<file path="src/sv/gds_pkg.sv">
package gds_pkg;

	localparam int DN_W = 24;
	localparam int MUL_A_W = 14;
	localparam int MUL_B_W = 13;
	localparam int MUL_P_W = MUL_A_W + MUL_B_W;

	localparam logic [DN_W-1:0] DAYS_400 = 24'd146097;
	localparam logic [DN_W-1:0] DAYS_100 = 24'd36524;
	localparam logic [DN_W-1:0] DAYS_4   = 24'd1461;
	localparam logic [DN_W-1:0] DAYS_1   = 24'd365;

	// x/25 == (x*5243)>>17 for x < 4096
	localparam logic [MUL_B_W-1:0] RECIP_25 = 13'd5243;
	localparam int RECIP_SH = 17;

	typedef enum logic [1:0] {
		MODE_SET  = 2'd0,
		MODE_ADD  = 2'd1,
		MODE_SUB  = 2'd2,
		MODE_DIFF = 2'd3
	} mode_t;

	typedef enum logic [1:0] {
		STAT_OK   = 2'd0,
		STAT_BAD  = 2'd1,
		STAT_SAT  = 2'd2,
		STAT_RSVD = 2'd3
	} status_t;

	function automatic logic [4:0] month_len(input logic [3:0] m, input logic leap);
		logic [4:0] len;
		begin
			case (m)
				4'd2: len = leap ? 5'd29 : 5'd28;
				4'd4, 4'd6, 4'd9, 4'd11: len = 5'd30;
				default: len = 5'd31;
			endcase
			return len;
		end
	endfunction

	// days before the first of month m in a common year
	function automatic logic [8:0] month_cum(input logic [3:0] m);
		logic [8:0] c;
		begin
			case (m)
				4'd2: c = 9'd31;
				4'd3: c = 9'd59;
				4'd4: c = 9'd90;
				4'd5: c = 9'd120;
				4'd6: c = 9'd151;
				4'd7: c = 9'd181;
				4'd8: c = 9'd212;
				4'd9: c = 9'd243;
				4'd10: c = 9'd273;
				4'd11: c = 9'd304;
				4'd12: c = 9'd334;
				default: c = 9'd0;
			endcase
			return c;
		end
	endfunction

endpackage

</file>
<file path="src/sv/gds_req_if.sv">
interface gds_req_if import gds_pkg::*; ();
	logic        valid;
	logic        ready;
	logic [1:0]  mode;
	logic [4:0]  in_day;
	logic [3:0]  in_month;
	logic [13:0] in_year;
	logic [21:0] day_count;

	modport source (output valid, mode, in_day, in_month, in_year, day_count, input ready);
	modport sink (input valid, mode, in_day, in_month, in_year, day_count, output ready);
endinterface

</file>
<file path="src/sv/gds_rsp_if.sv">
interface gds_rsp_if import gds_pkg::*; ();
	logic        valid;
	logic        ready;
	logic [4:0]  cur_day;
	logic [3:0]  cur_month;
	logic [13:0] cur_year;
	logic [21:0] distance;
	logic [1:0]  status;

	modport source (output valid, cur_day, cur_month, cur_year, distance, status, input ready);
	modport sink (input valid, cur_day, cur_month, cur_year, distance, status, output ready);
endinterface

</file>
<file path="src/sv/gregorian_date_stepper_core.sv">
// Gregorian date stepper. Holds one date (reset: 01.01.0001).
// req channel: one request per command (mode, in_day, in_month, in_year,
// day_count), accepted when req.valid and req.ready are high. ready is high
// only while the block is idle; one request is worked on at a time.
// rsp channel: one result per request carrying the held date after the
// command, the distance (mode 3) and a status code. The result is held on
// rsp until rsp.ready; the block takes no new request meanwhile.
// Set and difference convert the held date, then the input date, to day
// numbers on the shared multiplier (ST_DN). Add and subtract convert the
// held date, step it (ST_STEP), split it in a 15-step divide into 400-, 100-,
// 4- and 1-year counts (ST_DIV, ST_YR), find the year's leap flag (ST_DN) and
// walk the months (ST_MON); divide and month walk share one compare/subtract.
// The next request is taken the cycle after the result is accepted.
// Reset clears the date to 01.01.0001 and returns to idle.
module gregorian_date_stepper_core import gds_pkg::*; #(
	parameter int MAX_YEAR = 9999
) (
	input  logic      clk,
	input  logic      arst_n,
	gds_req_if.sink   req,
	gds_rsp_if.source rsp
);
	localparam int LP = MAX_YEAR - 1;
	localparam int LAST_LEAP =
		(((MAX_YEAR % 4) == 0) && ((MAX_YEAR % 100) != 0)) || ((MAX_YEAR % 400) == 0) ? 1 : 0;
	localparam logic [DN_W-1:0] LAST_DN =
		DN_W'(LP * 365 + LP / 4 - LP / 100 + LP / 400 + 365 + LAST_LEAP);

	typedef enum logic [6:0] {
		ST_IDLE = 7'b0000001,
		ST_DN   = 7'b0000010,
		ST_STEP = 7'b0000100,
		ST_DIV  = 7'b0001000,
		ST_YR   = 7'b0010000,
		ST_MON  = 7'b0100000,
		ST_OUT  = 7'b1000000
	} state_t;

	typedef enum logic [1:0] {
		DN_HELD = 2'd0,
		DN_IN   = 2'd1,
		DN_YY   = 2'd2,
		DN_NONE = 2'd3
	} dn_sel_t;

	typedef enum logic [1:0] {
		PH400 = 2'd0,
		PH100 = 2'd1,
		PH4   = 2'd2,
		PH1   = 2'd3
	} phase_t;

	state_t  state_q;
	dn_sel_t sel_q;
	phase_t  phase_q;

	logic [1:0]      mode_q;
	logic [4:0]      d_in_q;
	logic [3:0]      m_in_q;
	logic [13:0]     y_in_q;
	logic [21:0]     cnt_q;
	logic [4:0]      held_day_q;
	logic [3:0]      held_month_q;
	logic [13:0]     held_year_q;
	logic [4:0]      dn_d_q;
	logic [3:0]      dn_m_q;
	logic [13:0]     dn_y_q;
	logic [2:0]      step_q;
	logic [7:0]      t100_q;
	logic [7:0]      t400_q;
	logic            y100_q;
	logic            leap_q;
	logic [DN_W-1:0] cur_q;
	logic [21:0]     dist_q;
	logic [1:0]      status_q;
	logic [DN_W-1:0] rem_q;
	logic [2:0]      k_q;
	logic [5:0]      q400_q;
	logic [1:0]      q100_q;
	logic [4:0]      q4_q;
	logic [1:0]      q1_q;
	logic [3:0]      mm_q;

	logic [13:0]        p;
	logic [MUL_A_W-1:0] mul_a;
	logic [MUL_B_W-1:0] mul_b;
	logic [MUL_P_W-1:0] prod;
	logic [13:0]        prod_lo;
	logic [DN_W-1:0]    dn_sum;
	logic [DN_W-1:0]    cs_b;
	logic [DN_W-1:0]    div_base;
	logic               cs_ge;
	logic [DN_W-1:0]    cs_diff;
	logic [4:0]         mlen;
	logic [4:0]         in_len;
	logic               in_ok;
	logic [13:0]        yy;
	logic [DN_W-1:0]    step_n;
	logic [1:0]         step_st;
	logic [DN_W-1:0]    absd;

	assign p = dn_y_q - 14'd1;

	always_comb begin
		case (step_q)
			3'd0: begin mul_a = MUL_A_W'(p >> 2); mul_b = RECIP_25; end
			3'd1: begin mul_a = MUL_A_W'(p >> 4); mul_b = RECIP_25; end
			3'd2: begin mul_a = MUL_A_W'(t100_q); mul_b = 13'd100; end
			3'd3: begin mul_a = MUL_A_W'(t400_q); mul_b = 13'd400; end
			default: begin mul_a = p; mul_b = 13'd365; end
		endcase
	end

	assign prod = MUL_P_W'(mul_a) * MUL_P_W'(mul_b);
	assign prod_lo = prod[13:0];

	assign dn_sum = DN_W'(prod) + DN_W'(p >> 2) - DN_W'(t100_q) + DN_W'(t400_q)
		+ DN_W'(month_cum(dn_m_q)) + DN_W'(leap_q && (dn_m_q > 4'd2))
		+ DN_W'(dn_d_q);

	always_comb begin
		case (phase_q)
			PH400: div_base = DAYS_400;
			PH100: div_base = DAYS_100;
			PH4:   div_base = DAYS_4;
			default: div_base = DAYS_1;
		endcase
	end

	assign mlen = month_len(mm_q, leap_q);
	assign cs_b = state_q == ST_MON ? DN_W'(mlen) : (div_base << k_q);

	gds_cmp_sub u_cs (
		.a    (rem_q),
		.b    (cs_b),
		.ge   (cs_ge),
		.diff (cs_diff)
	);

	assign in_len = month_len(m_in_q, leap_q);
	assign in_ok = (m_in_q >= 4'd1) && (m_in_q <= 4'd12) && (y_in_q >= 14'd1)
		&& (y_in_q <= 14'(MAX_YEAR)) && (d_in_q >= 5'd1) && (d_in_q <= in_len);

	assign absd = dn_sum > cur_q ? dn_sum - cur_q : cur_q - dn_sum;

	assign yy = 14'(q400_q) * 14'd400 + 14'(q100_q) * 14'd100 + 14'({q4_q, 2'b00})
		+ 14'(q1_q) + 14'd1;

	always_comb begin
		step_st = STAT_OK;
		if (mode_q == MODE_ADD) begin
			if (DN_W'(cnt_q) > LAST_DN - cur_q) begin
				step_n = LAST_DN;
				step_st = STAT_SAT;
			end else begin
				step_n = cur_q + DN_W'(cnt_q);
			end
		end else begin
			if (DN_W'(cnt_q) >= cur_q) begin
				step_n = DN_W'(1);
				step_st = STAT_SAT;
			end else begin
				step_n = cur_q - DN_W'(cnt_q);
			end
		end
	end

	always_ff @(posedge clk or negedge arst_n) begin
		if (!arst_n) begin
			state_q <= ST_IDLE;
			held_day_q <= 5'd1;
			held_month_q <= 4'd1;
			held_year_q <= 14'd1;
		end else begin
			unique case (state_q)
				ST_IDLE: begin
					if (req.valid) begin
						mode_q <= req.mode;
						d_in_q <= req.in_day;
						m_in_q <= req.in_month;
						y_in_q <= req.in_year;
						cnt_q <= req.day_count;
						dist_q <= '0;
						status_q <= STAT_OK;
						dn_d_q <= held_day_q;
						dn_m_q <= held_month_q;
						dn_y_q <= held_year_q;
						sel_q <= DN_HELD;
						step_q <= 3'd0;
						state_q <= ST_DN;
					end
				end
				ST_DN: begin
					step_q <= (step_q == 3'd4) ? 3'd0 : step_q + 3'd1;
					case (step_q)
						3'd0: t100_q <= prod[RECIP_SH+7:RECIP_SH];
						3'd1: t400_q <= prod[RECIP_SH+7:RECIP_SH];
						3'd2: y100_q <= (p - prod_lo) == 14'd99;
						3'd3: begin
							leap_q <= (p[1:0] == 2'd3) && (!y100_q || ((p - prod_lo) == 14'd399));
							if (sel_q == DN_YY) begin
								mm_q <= 4'd1;
								state_q <= ST_MON;
							end
						end
						default: begin
							if (sel_q == DN_HELD) begin
								cur_q <= dn_sum;
								if (mode_q == MODE_ADD || mode_q == MODE_SUB) begin
									state_q <= ST_STEP;
								end else begin
									dn_d_q <= d_in_q;
									dn_m_q <= m_in_q;
									dn_y_q <= y_in_q;
									sel_q <= DN_IN;
								end
							end else begin
								if (!in_ok) begin
									status_q <= STAT_BAD;
								end else if (mode_q == MODE_SET) begin
									held_day_q <= d_in_q;
									held_month_q <= m_in_q;
									held_year_q <= y_in_q;
								end else begin
									dist_q <= absd[21:0];
								end
								state_q <= ST_OUT;
							end
						end
					endcase
				end
				ST_STEP: begin
					rem_q <= step_n - DN_W'(1);
					status_q <= step_st;
					phase_q <= PH400;
					k_q <= 3'd5;
					q400_q <= '0;
					q100_q <= '0;
					q4_q <= '0;
					q1_q <= '0;
					state_q <= ST_DIV;
				end
				ST_DIV: begin
					if (cs_ge) begin
						rem_q <= cs_diff;
						case (phase_q)
							PH400: q400_q[k_q] <= 1'b1;
							PH100: q100_q[k_q[0]] <= 1'b1;
							PH4:   q4_q[k_q] <= 1'b1;
							default: q1_q[k_q[0]] <= 1'b1;
						endcase
					end
					if (k_q == 3'd0) begin
						case (phase_q)
							PH400: begin phase_q <= PH100; k_q <= 3'd1; end
							PH100: begin phase_q <= PH4; k_q <= 3'd4; end
							PH4:   begin phase_q <= PH1; k_q <= 3'd1; end
							default: state_q <= ST_YR;
						endcase
					end else begin
						k_q <= k_q - 3'd1;
					end
				end
				ST_YR: begin
					dn_y_q <= yy;
					sel_q <= DN_YY;
					step_q <= 3'd0;
					state_q <= ST_DN;
				end
				ST_MON: begin
					if (cs_ge && mm_q < 4'd12) begin
						rem_q <= cs_diff;
						mm_q <= mm_q + 4'd1;
					end else begin
						held_day_q <= rem_q[4:0] + 5'd1;
						held_month_q <= mm_q;
						held_year_q <= dn_y_q;
						state_q <= ST_OUT;
					end
				end
				ST_OUT: begin
					if (rsp.ready) state_q <= ST_IDLE;
				end
				default: state_q <= ST_IDLE;
			endcase
		end
	end

	assign req.ready = state_q == ST_IDLE;
	assign rsp.valid = state_q == ST_OUT;
	assign rsp.cur_day = held_day_q;
	assign rsp.cur_month = held_month_q;
	assign rsp.cur_year = held_year_q;
	assign rsp.distance = dist_q;
	assign rsp.status = status_q;
endmodule

</file>
<file path="src/sv/gds_cmp_sub.sv">
module gds_cmp_sub import gds_pkg::*; (
	input  logic [DN_W-1:0] a,
	input  logic [DN_W-1:0] b,
	output logic            ge,
	output logic [DN_W-1:0] diff
);
	logic [DN_W:0] d;

	assign d = {1'b0, a} - {1'b0, b};
	assign ge = ~d[DN_W];
	assign diff = d[DN_W-1:0];
endmodule
</file>
<file path="src/flat_wrapper.sv">
// flat-port wrapper written by rule: the top's interface ports become plain ports
module gregorian_date_stepper_core_flat import gds_pkg::*;
#(
	parameter int MAX_YEAR = 9999
)
  (clk, arst_n, req_valid, req_mode, req_in_day, req_in_month, req_in_year, req_day_count, req_ready, rsp_valid, rsp_cur_day, rsp_cur_month, rsp_cur_year, rsp_distance, rsp_status, rsp_ready);
  gds_req_if req_i ();
  gds_rsp_if rsp_i ();
  input  logic clk;
  input  logic arst_n;
  input wire logic [$bits(req_i.valid)-1:0] req_valid;
  input wire logic [$bits(req_i.mode)-1:0] req_mode;
  input wire logic [$bits(req_i.in_day)-1:0] req_in_day;
  input wire logic [$bits(req_i.in_month)-1:0] req_in_month;
  input wire logic [$bits(req_i.in_year)-1:0] req_in_year;
  input wire logic [$bits(req_i.day_count)-1:0] req_day_count;
  output wire logic [$bits(req_i.ready)-1:0] req_ready;
  output wire logic [$bits(rsp_i.valid)-1:0] rsp_valid;
  output wire logic [$bits(rsp_i.cur_day)-1:0] rsp_cur_day;
  output wire logic [$bits(rsp_i.cur_month)-1:0] rsp_cur_month;
  output wire logic [$bits(rsp_i.cur_year)-1:0] rsp_cur_year;
  output wire logic [$bits(rsp_i.distance)-1:0] rsp_distance;
  output wire logic [$bits(rsp_i.status)-1:0] rsp_status;
  input wire logic [$bits(rsp_i.ready)-1:0] rsp_ready;
  assign req_i.valid = req_valid;
  assign req_i.mode = req_mode;
  assign req_i.in_day = req_in_day;
  assign req_i.in_month = req_in_month;
  assign req_i.in_year = req_in_year;
  assign req_i.day_count = req_day_count;
  assign req_ready = req_i.ready;
  assign rsp_valid = rsp_i.valid;
  assign rsp_cur_day = rsp_i.cur_day;
  assign rsp_cur_month = rsp_i.cur_month;
  assign rsp_cur_year = rsp_i.cur_year;
  assign rsp_distance = rsp_i.distance;
  assign rsp_status = rsp_i.status;
  assign rsp_i.ready = rsp_ready;
  gregorian_date_stepper_core #(.MAX_YEAR(MAX_YEAR)) u_core (.clk(clk), .arst_n(arst_n), .req(req_i), .rsp(rsp_i));
endmodule
</file>
<file path="config.mk">
export PLATFORM = sky130hd
export DESIGN_NAME = gregorian_date_stepper_core_flat
export DESIGN_NICKNAME = d
export VERILOG_FILES = /design/src/sv/gds_pkg.sv /design/src/sv/gds_req_if.sv /design/src/sv/gds_rsp_if.sv /design/src/sv/gregorian_date_stepper_core.sv /design/src/sv/gds_cmp_sub.sv /design/src/flat_wrapper.sv
export SDC_FILE = /design/constraint.sdc
export NUM_CORES = 1
export LEC_CHECK = 0
export ABC_CLOCK_PERIOD_IN_PS = 17600
export BUFFER_PORTS_ARGS = -buffer_cell sky130_fd_sc_hd__clkbuf_2
export CAP_MARGIN = 25
export CORE_MARGIN = 3
export CORE_UTILIZATION = 54
export CTS_CLUSTER_SIZE = 16
export DETAILED_ROUTE_END_ITERATION = 6
export PLACE_DENSITY_LB_ADDON = 0.1
export SLEW_MARGIN = 20
export SYNTH_ARGS = -nofsm -noshare
export SYNTH_HDL_FRONTEND = slang
export SYNTH_HIERARCHICAL = 1
export SYNTH_SLANG_ARGS = --single-unit
</file>
<file path="constraint.sdc">
create_clock -name clk -period 17.6 [get_ports clk]
set_input_delay 1.76 -clock clk [delete_from_list [all_inputs] [get_ports clk]]
set_output_delay 1.76 -clock clk [all_outputs]
set_load 0.02 [all_outputs]
</file>
==> flow_summary.yaml, run 1 <==
outcome:
  status: "completed"
floorplan:
  rows: 81
  core_mm2: 0.0493
  die_h_um: 230
  die_width_um: 230
  dieArea_mm2: 0.0529
  start_util: 0.550
  num_io_pins: 100
yosys:
  synth_edf_count: 189
  synthArstFlopShare: 0.132
  ys_seq_area_frac: 0.244
  yosys_warnings: 6
  avgSynthCellArea_um2: 8.77
  ys_ff_latch: 228
  syn_inst: 3090
  ys.flop_type: "edfxtp_1"
  netlist_area_mm2: 0.0271
  synth.distinct_cells: 98
sta:
  hold_viol: 0
  tns_ps: 0
  slew_headroom: 0.311
  finalSetupViolCount: 0
  grt_setup_unrepaired: "false"
  finalMaxSlewViolations: 0
  tightest_slew_ps: 1020
  min_period_ps: 14300
  post-route-period-util: 0.813
  finClkSkew_ps: 21.3
  clock.fmax_mhz: 69.9
layout:
  n_fill_cell: 4483
  area_growth_pct: 8.04
  seq_area_mm2: 0.00661
  finalNetCount: 3717
  multi_input_area_mm2: 0.0184
  drive_above_1_share: 0.0817
  antennaDiodeCount: 0
route:
  antenna_left: 0
  vias: 22856
  firstDrtPassIters: 6
  drtIter0Drc: 1816
  wirelength_mm: 76.7
  wl_per_cell_um: 19.9
  drc_errors: 0
  viasPerCell: 5.94
worst_setup_path:
  cpMaxStageDelayCell: "a2111oi_0"
  critical_path_class: "reg2reg"
  cpPeakStageDelay_ps: 620
  path_buf_inv: 8
  path_delay_family: "adder cells"
  cp-end-kind: "flop"
  r2r_start: "u_core/dn_y_q[5]$_DFFE_PP_"
  reg2reg_depth: 49
  startpoint_type: "flop"
  cp_max_fo: 23
  worst-r2r-setup-slack_ps: 3300
  cp.arrival_ps: 14600
  cp_data_required_time_ps: 17900
  r2r_end: "u_core/rsp.distance[11]$_SDFFCE_PN0P_"
min_path:
  hp-class: "reg2reg"
  hold_path.startpoint: "u_core/rsp.cur_day[0]$_DFFE_PN1P_"
  min_path_cells: 2
  worstHoldEndpoint: "u_core/rsp.cur_day[0]$_DFFE_PN1P_"
grt:
  grt_pass1_wl_mm: 121
  antenna_found_initial: 0
  grt_max_degree: 43
  grt_pass1_vias: 22150
  grt_use_total: 0.285
  grt_overflow: 0
clock_tree:
  clock_path_buffers: 3
  cts_buffers: 28
  ctsHoldBuffers: 0
  cts_setup_buffers: 0
  clk_latency_ps: 580
  cts.sinks: 228
  clock-root-buffer: "clkbuf_16"
  ctsResizeCount: 0
  cts_tree: "built"
  clk_pin_slew_worst_paths_ps: 60
  h-tree-depth: 1
flow_run:
  cap_viol_max_count: 0
place:
  globalplace.congestion: 0.968
  hpwl_mm: 61.8
  numPortBuffers: 99
[per-stage QoR]
step           cell area, um^2  utilization  cells  worst slack [ps]  hold WS, ps
5_1_grt                  29300        0.595   3845              2570          513
3_3_place_gp             28300        0.574   3790              3820          484
3_5_place_dp             28300        0.574   3792              3470          492
4_1_cts                  29300        0.594   3844              3440          500
2_1_floorplan            27100            -   3095              5020          516
6_report                 29300        0.595   3845              3300          506
[worst max path at each step]
stage | startpoint | to | cells past startpoint
after floorplan | u_core/dn_y_q[2]$_DFFE_PP_ | u_core/rsp.distance[9]$_SDFFCE_PN0P_ | 49
after global placement | u_core/dn_y_q[2]$_DFFE_PP_ | u_core/rsp.distance[10]$_SDFFCE_PN0P_ | 49
after detailed placement | u_core/dn_y_q[2]$_DFFE_PP_ | u_core/rsp.distance[11]$_SDFFCE_PN0P_ | 49
after CTS | u_core/dn_y_q[5]$_DFFE_PP_ | u_core/rsp.distance[11]$_SDFFCE_PN0P_ | 49
after global routing | u_core/dn_y_q[2]$_DFFE_PP_ | u_core/rsp.distance[11]$_SDFFCE_PN0P_ | 50
final | u_core/dn_y_q[5]$_DFFE_PP_ | u_core/rsp.distance[11]$_SDFFCE_PN0P_ | 49
[kinds of logic (layout without fill, tap and decap cells)]
family / Yosys count / after routing / synth area share
adder cells (fa/ha/maj): 507 / 507 / 0.274
other: 1 / 6 / 0.000138
flip-flops: 228 / 228 / 0.244
buffers and inverters: 561 / 647 / 0.0795
AND/OR/NAND/NOR: 875 / 875 / 0.158
AO/OA/AOI/OAI: 697 / 697 / 0.170
XOR/XNOR: 160 / 160 / 0.0517
multiplexers: 61 / 61 / 0.0235
[cell usage after synthesis, types with 29 or more instances]
cell,n,area [um^2]
nand2_1,206,773
o21ai_0,154,771
nor2b_1,29,181
nor3_1,68,340
edfxtp_1,189,5680
nand3_1,59,295
inv_1,470,1760
fa_1,143,2860
xor2_1,42,368
a21oi_1,175,876
nor2_1,292,1100
mux2i_1,43,430
xnor2_1,118,1030
clkbuf_1,70,263
a21o_1,69,518
ha_1,364,4550
nand2b_1,32,200
[state kept, by name (all words and copies together) (netlist names), 6 cells and up, named ones only]
register             flops
u_core/q400_q            6
u_core/cnt_q            22
u_core/state_q           7
u_core/cur_q            24
u_core/rsp.cur_year     14
u_core/rsp.distance     22
u_core/t400_q            8
u_core/t100_q            8
u_core/rem_q            24
u_core/dn_y_q           14
u_core/y_in_q           14
[metal layers]
| metal | vias to the layer above | wire, um | global-route usage |
|---|---|---|---|
| met5 | - | 0 | 0 |
| met4 | 0 | 2010 | 0.0735 |
| met3 | 131 | 4700 | 0.0306 |
| met2 | 831 | 35100 | 0.462 |
| met1 | 10994 | 34900 | 0.408 |
| li1 | 10900 | - | - |
[cell usage in the layout (no fill, tap or decap), types with 21 or more instances in the layout]
master	count
inv_1	470
ha_1	364
nor2_1	292
nand2_1	206
edfxtp_1	189
a21oi_1	174
o21ai_0	154
fa_1	143
xnor2_1	118
clkbuf_2	99
a21o_1	69
nor3_1	67
nand3_1	59
mux2i_1	43
xor2_1	42
nand2b_1	32
nor2b_1	29
clkbuf_16	28
a31oi_1	26
nand4_1	26
dfrtp_1	26
buf_4	25
o21bai_1	24
a221oi_1	23
o211ai_1	21
[worst reg2reg max path, delay by kind of cell (launching register included)]
kind,cells,cell delay [ps]
flip-flops,1,440
AND/OR/NAND/NOR,10,2670
AO/OA/AOI/OAI,17,4410
multiplexers,1,230
buffers and inverters,8,900
adder cells (fa/ha/maj),11,4770
XOR/XNOR,2,590
[final cells by class]
type | count | area share
Tap cell | 664 | 0.0284
Clock inverter | 21 | 0.00948
Inverter | 471 | 0.0604
Clock buffer | 31 | 0.0246
Sequential cell | 228 | 0.226
Timing Repair Buffer | 124 | 0.0233
Multi-Input combinational cell | 2306 | 0.628
Power of run 1 is not shown: default switching activity piles up to over one toggle a cycle in this logic, so the estimate is an artifact.
==> inputs of run 2 (changes only) <==
- ABC_CLOCK_PERIOD_IN_PS: 17600 -> 14800
- clock period: 17.6 -> 14.8 ns (I/O delays scaled with it)
==> run 2 against run 1 <==
- core utilization barely moved
- final area is essentially flat
- non-clock buffer count rose by 1
- maximum frequency is 2.3% higher
- routed wire length is 1.3% higher
- worst setup slack got worse by 2500 ps
- clock skew decreased by 4.2 ps
- global-route usage grew 0.20 points
- critical path type unchanged
- critical endpoint is now u_core/rsp.distance[10]$_SDFFCE_PN0P_
- largest cell class unchanged
- highest routed layer is now met5
==> flow_summary.yaml, run 2 (same netlist as run 1, synthesis figures left out) <==
worst_setup_path:
  critical_path_class: "reg2reg"
  cpPeakStageDelay_ps: 620
  path_buf_inv: 8
  cp.arrival_ps: 14290
  cp_data_required_time_ps: 15110
  cp-end-kind: "flop"
  crit_start: "u_core/dn_y_q[2]$_DFFE_PP_"
  cpMaxStageDelayCell: "a2111oi_0"
  path_delay_family: "adder cells"
  cp_max_fo: 17
  startpoint_type: "flop"
  r2r_start: "u_core/dn_y_q[2]$_DFFE_PP_"
clock_tree:
  ctsHoldBuffers: 0
  cts_tree: "built"
  clock_path_buffers: 3
  clk_pin_slew_worst_paths_ps: 70
  cts.sinks: 228
  clock-root-buffer: "clkbuf_16"
  h-tree-depth: 1
  cts_buffers: 29
  clk_latency_ps: 580
sta:
  finalMaxSlewViolations: 0
  grt_setup_unrepaired: "false"
  tightest_slew_ps: 1030
  slew_headroom: 0.308
  finalSetupViolCount: 0
  hold_viol: 0
  hold-worst-slack_ps: 511
  clock.fmax_mhz: 71.5
  tns_ps: 0
  finClkSkew_ps: 17.1
  min_period_ps: 13980
  post-route-period-util: 0.945
place:
  place_area_mm2: 0.0283
  globalplace.congestion: 0.970
  numPortBuffers: 99
  hpwl_mm: 62.4
flow_run:
  cap_viol_max_count: 0
floorplan:
  core_mm2: 0.0493
  start_util: 0.550
  die_h_um: 230
  num_io_pins: 100
  dieArea_mm2: 0.0529
  rows: 81
  die_width_um: 230
route:
  antenna_left: 0
  wirelength_mm: 77.7
  firstDrtPassIters: 5
  vias: 22917
  drtIter0Drc: 1887
  viasPerCell: 5.95
  wl_per_cell_um: 20.2
  drc_errors: 0
layout:
  drive_above_1_share: 0.0832
  layout_commonest_cell: "inv_1"
  finalInstanceArea_mm2: 0.0293
  finalNetCount: 3720
  area_growth_pct: 8.11
  n_fill_cell: 4442
  top_regs: "u_core/cur_q: 24 flops, u_core/rem_q: 24 flops"
  antennaDiodeCount: 0
  layout_common_cells: "inv_1, ha_1, nor2_1, nand2_1, edfxtp_1"
grt:
  grt_max_degree: 43
  grt_pass1_vias: 22314
  grt_overflow: 0
  grt_use_total: 0.287
  grt_pass1_wl_mm: 122
  antenna_found_initial: 2
outcome:
  status: "completed"
min_path:
  hold_path.startpoint: "u_core/rsp.cur_year[0]$_DFFE_PN1P_"
  hp-class: "reg2reg"
[run 2: stage by stage]
step | instances | setup WS (ps) | util
4_1_cts | 3848 | 784 | 0.594
6_report | 3849 | 820 | 0.595
3_3_place_gp | 3793 | 1010 | 0.574
3_5_place_dp | 3794 | 787 | 0.575
2_1_floorplan | 3095 | 2220 | -
5_1_grt | 3849 | 30.9 | 0.595
[run 2: final timing paths]
path                                                         end  slack [ps]  cells past startpoint
min reg2reg                   u_core/rsp.cur_year[0]$_DFFE_PN1P_         510                      2
min                           u_core/rsp.cur_year[0]$_DFFE_PN1P_         510                      2
max in group asynchronous      u_core/rsp.cur_day[0]$_DFFE_PN1P_       13450                      2
max                        u_core/rsp.distance[10]$_SDFFCE_PN0P_         820                     49
max reg2reg                u_core/rsp.distance[10]$_SDFFCE_PN0P_         820                     49
min in group asynchronous    u_core/rsp.cur_year[12]$_DFFE_PN0P_         960                      2
[run 2: final cells by class]
cell class	instances	area, um^2	area share
Clock buffer	30	739	0.0252
Sequential cell	228	6610	0.226
Timing Repair Buffer	125	691	0.0236
Inverter	471	1770	0.0603
Tap cell	664	831	0.0283
Multi-Input combinational cell	2307	18400	0.629
Clock inverter	24	240	0.00820
[run 2: tightest hold or removal path, cell delays in order, from the launching register on]
cell and delay (ps):
dfstp_2 390, nand2_1 50, o21ai_0 70
[run 2: routing by layer]
layer,share of wire,track usage,vias up
met4,0.028,0.0818,2
met5,0.00018,0,-
met1,0.45,0.408,11071
li1,-,-,10888
met2,0.46,0.467,836
met3,0.061,0.0279,120
[run 2: timing repair]
item | in CTS | in global routing
setup buffers | 0 | 0
setup endpoints to repair | 0 | 8
gates resized for setup | 0 | 3
Power of run 2 is left out for the same reason.
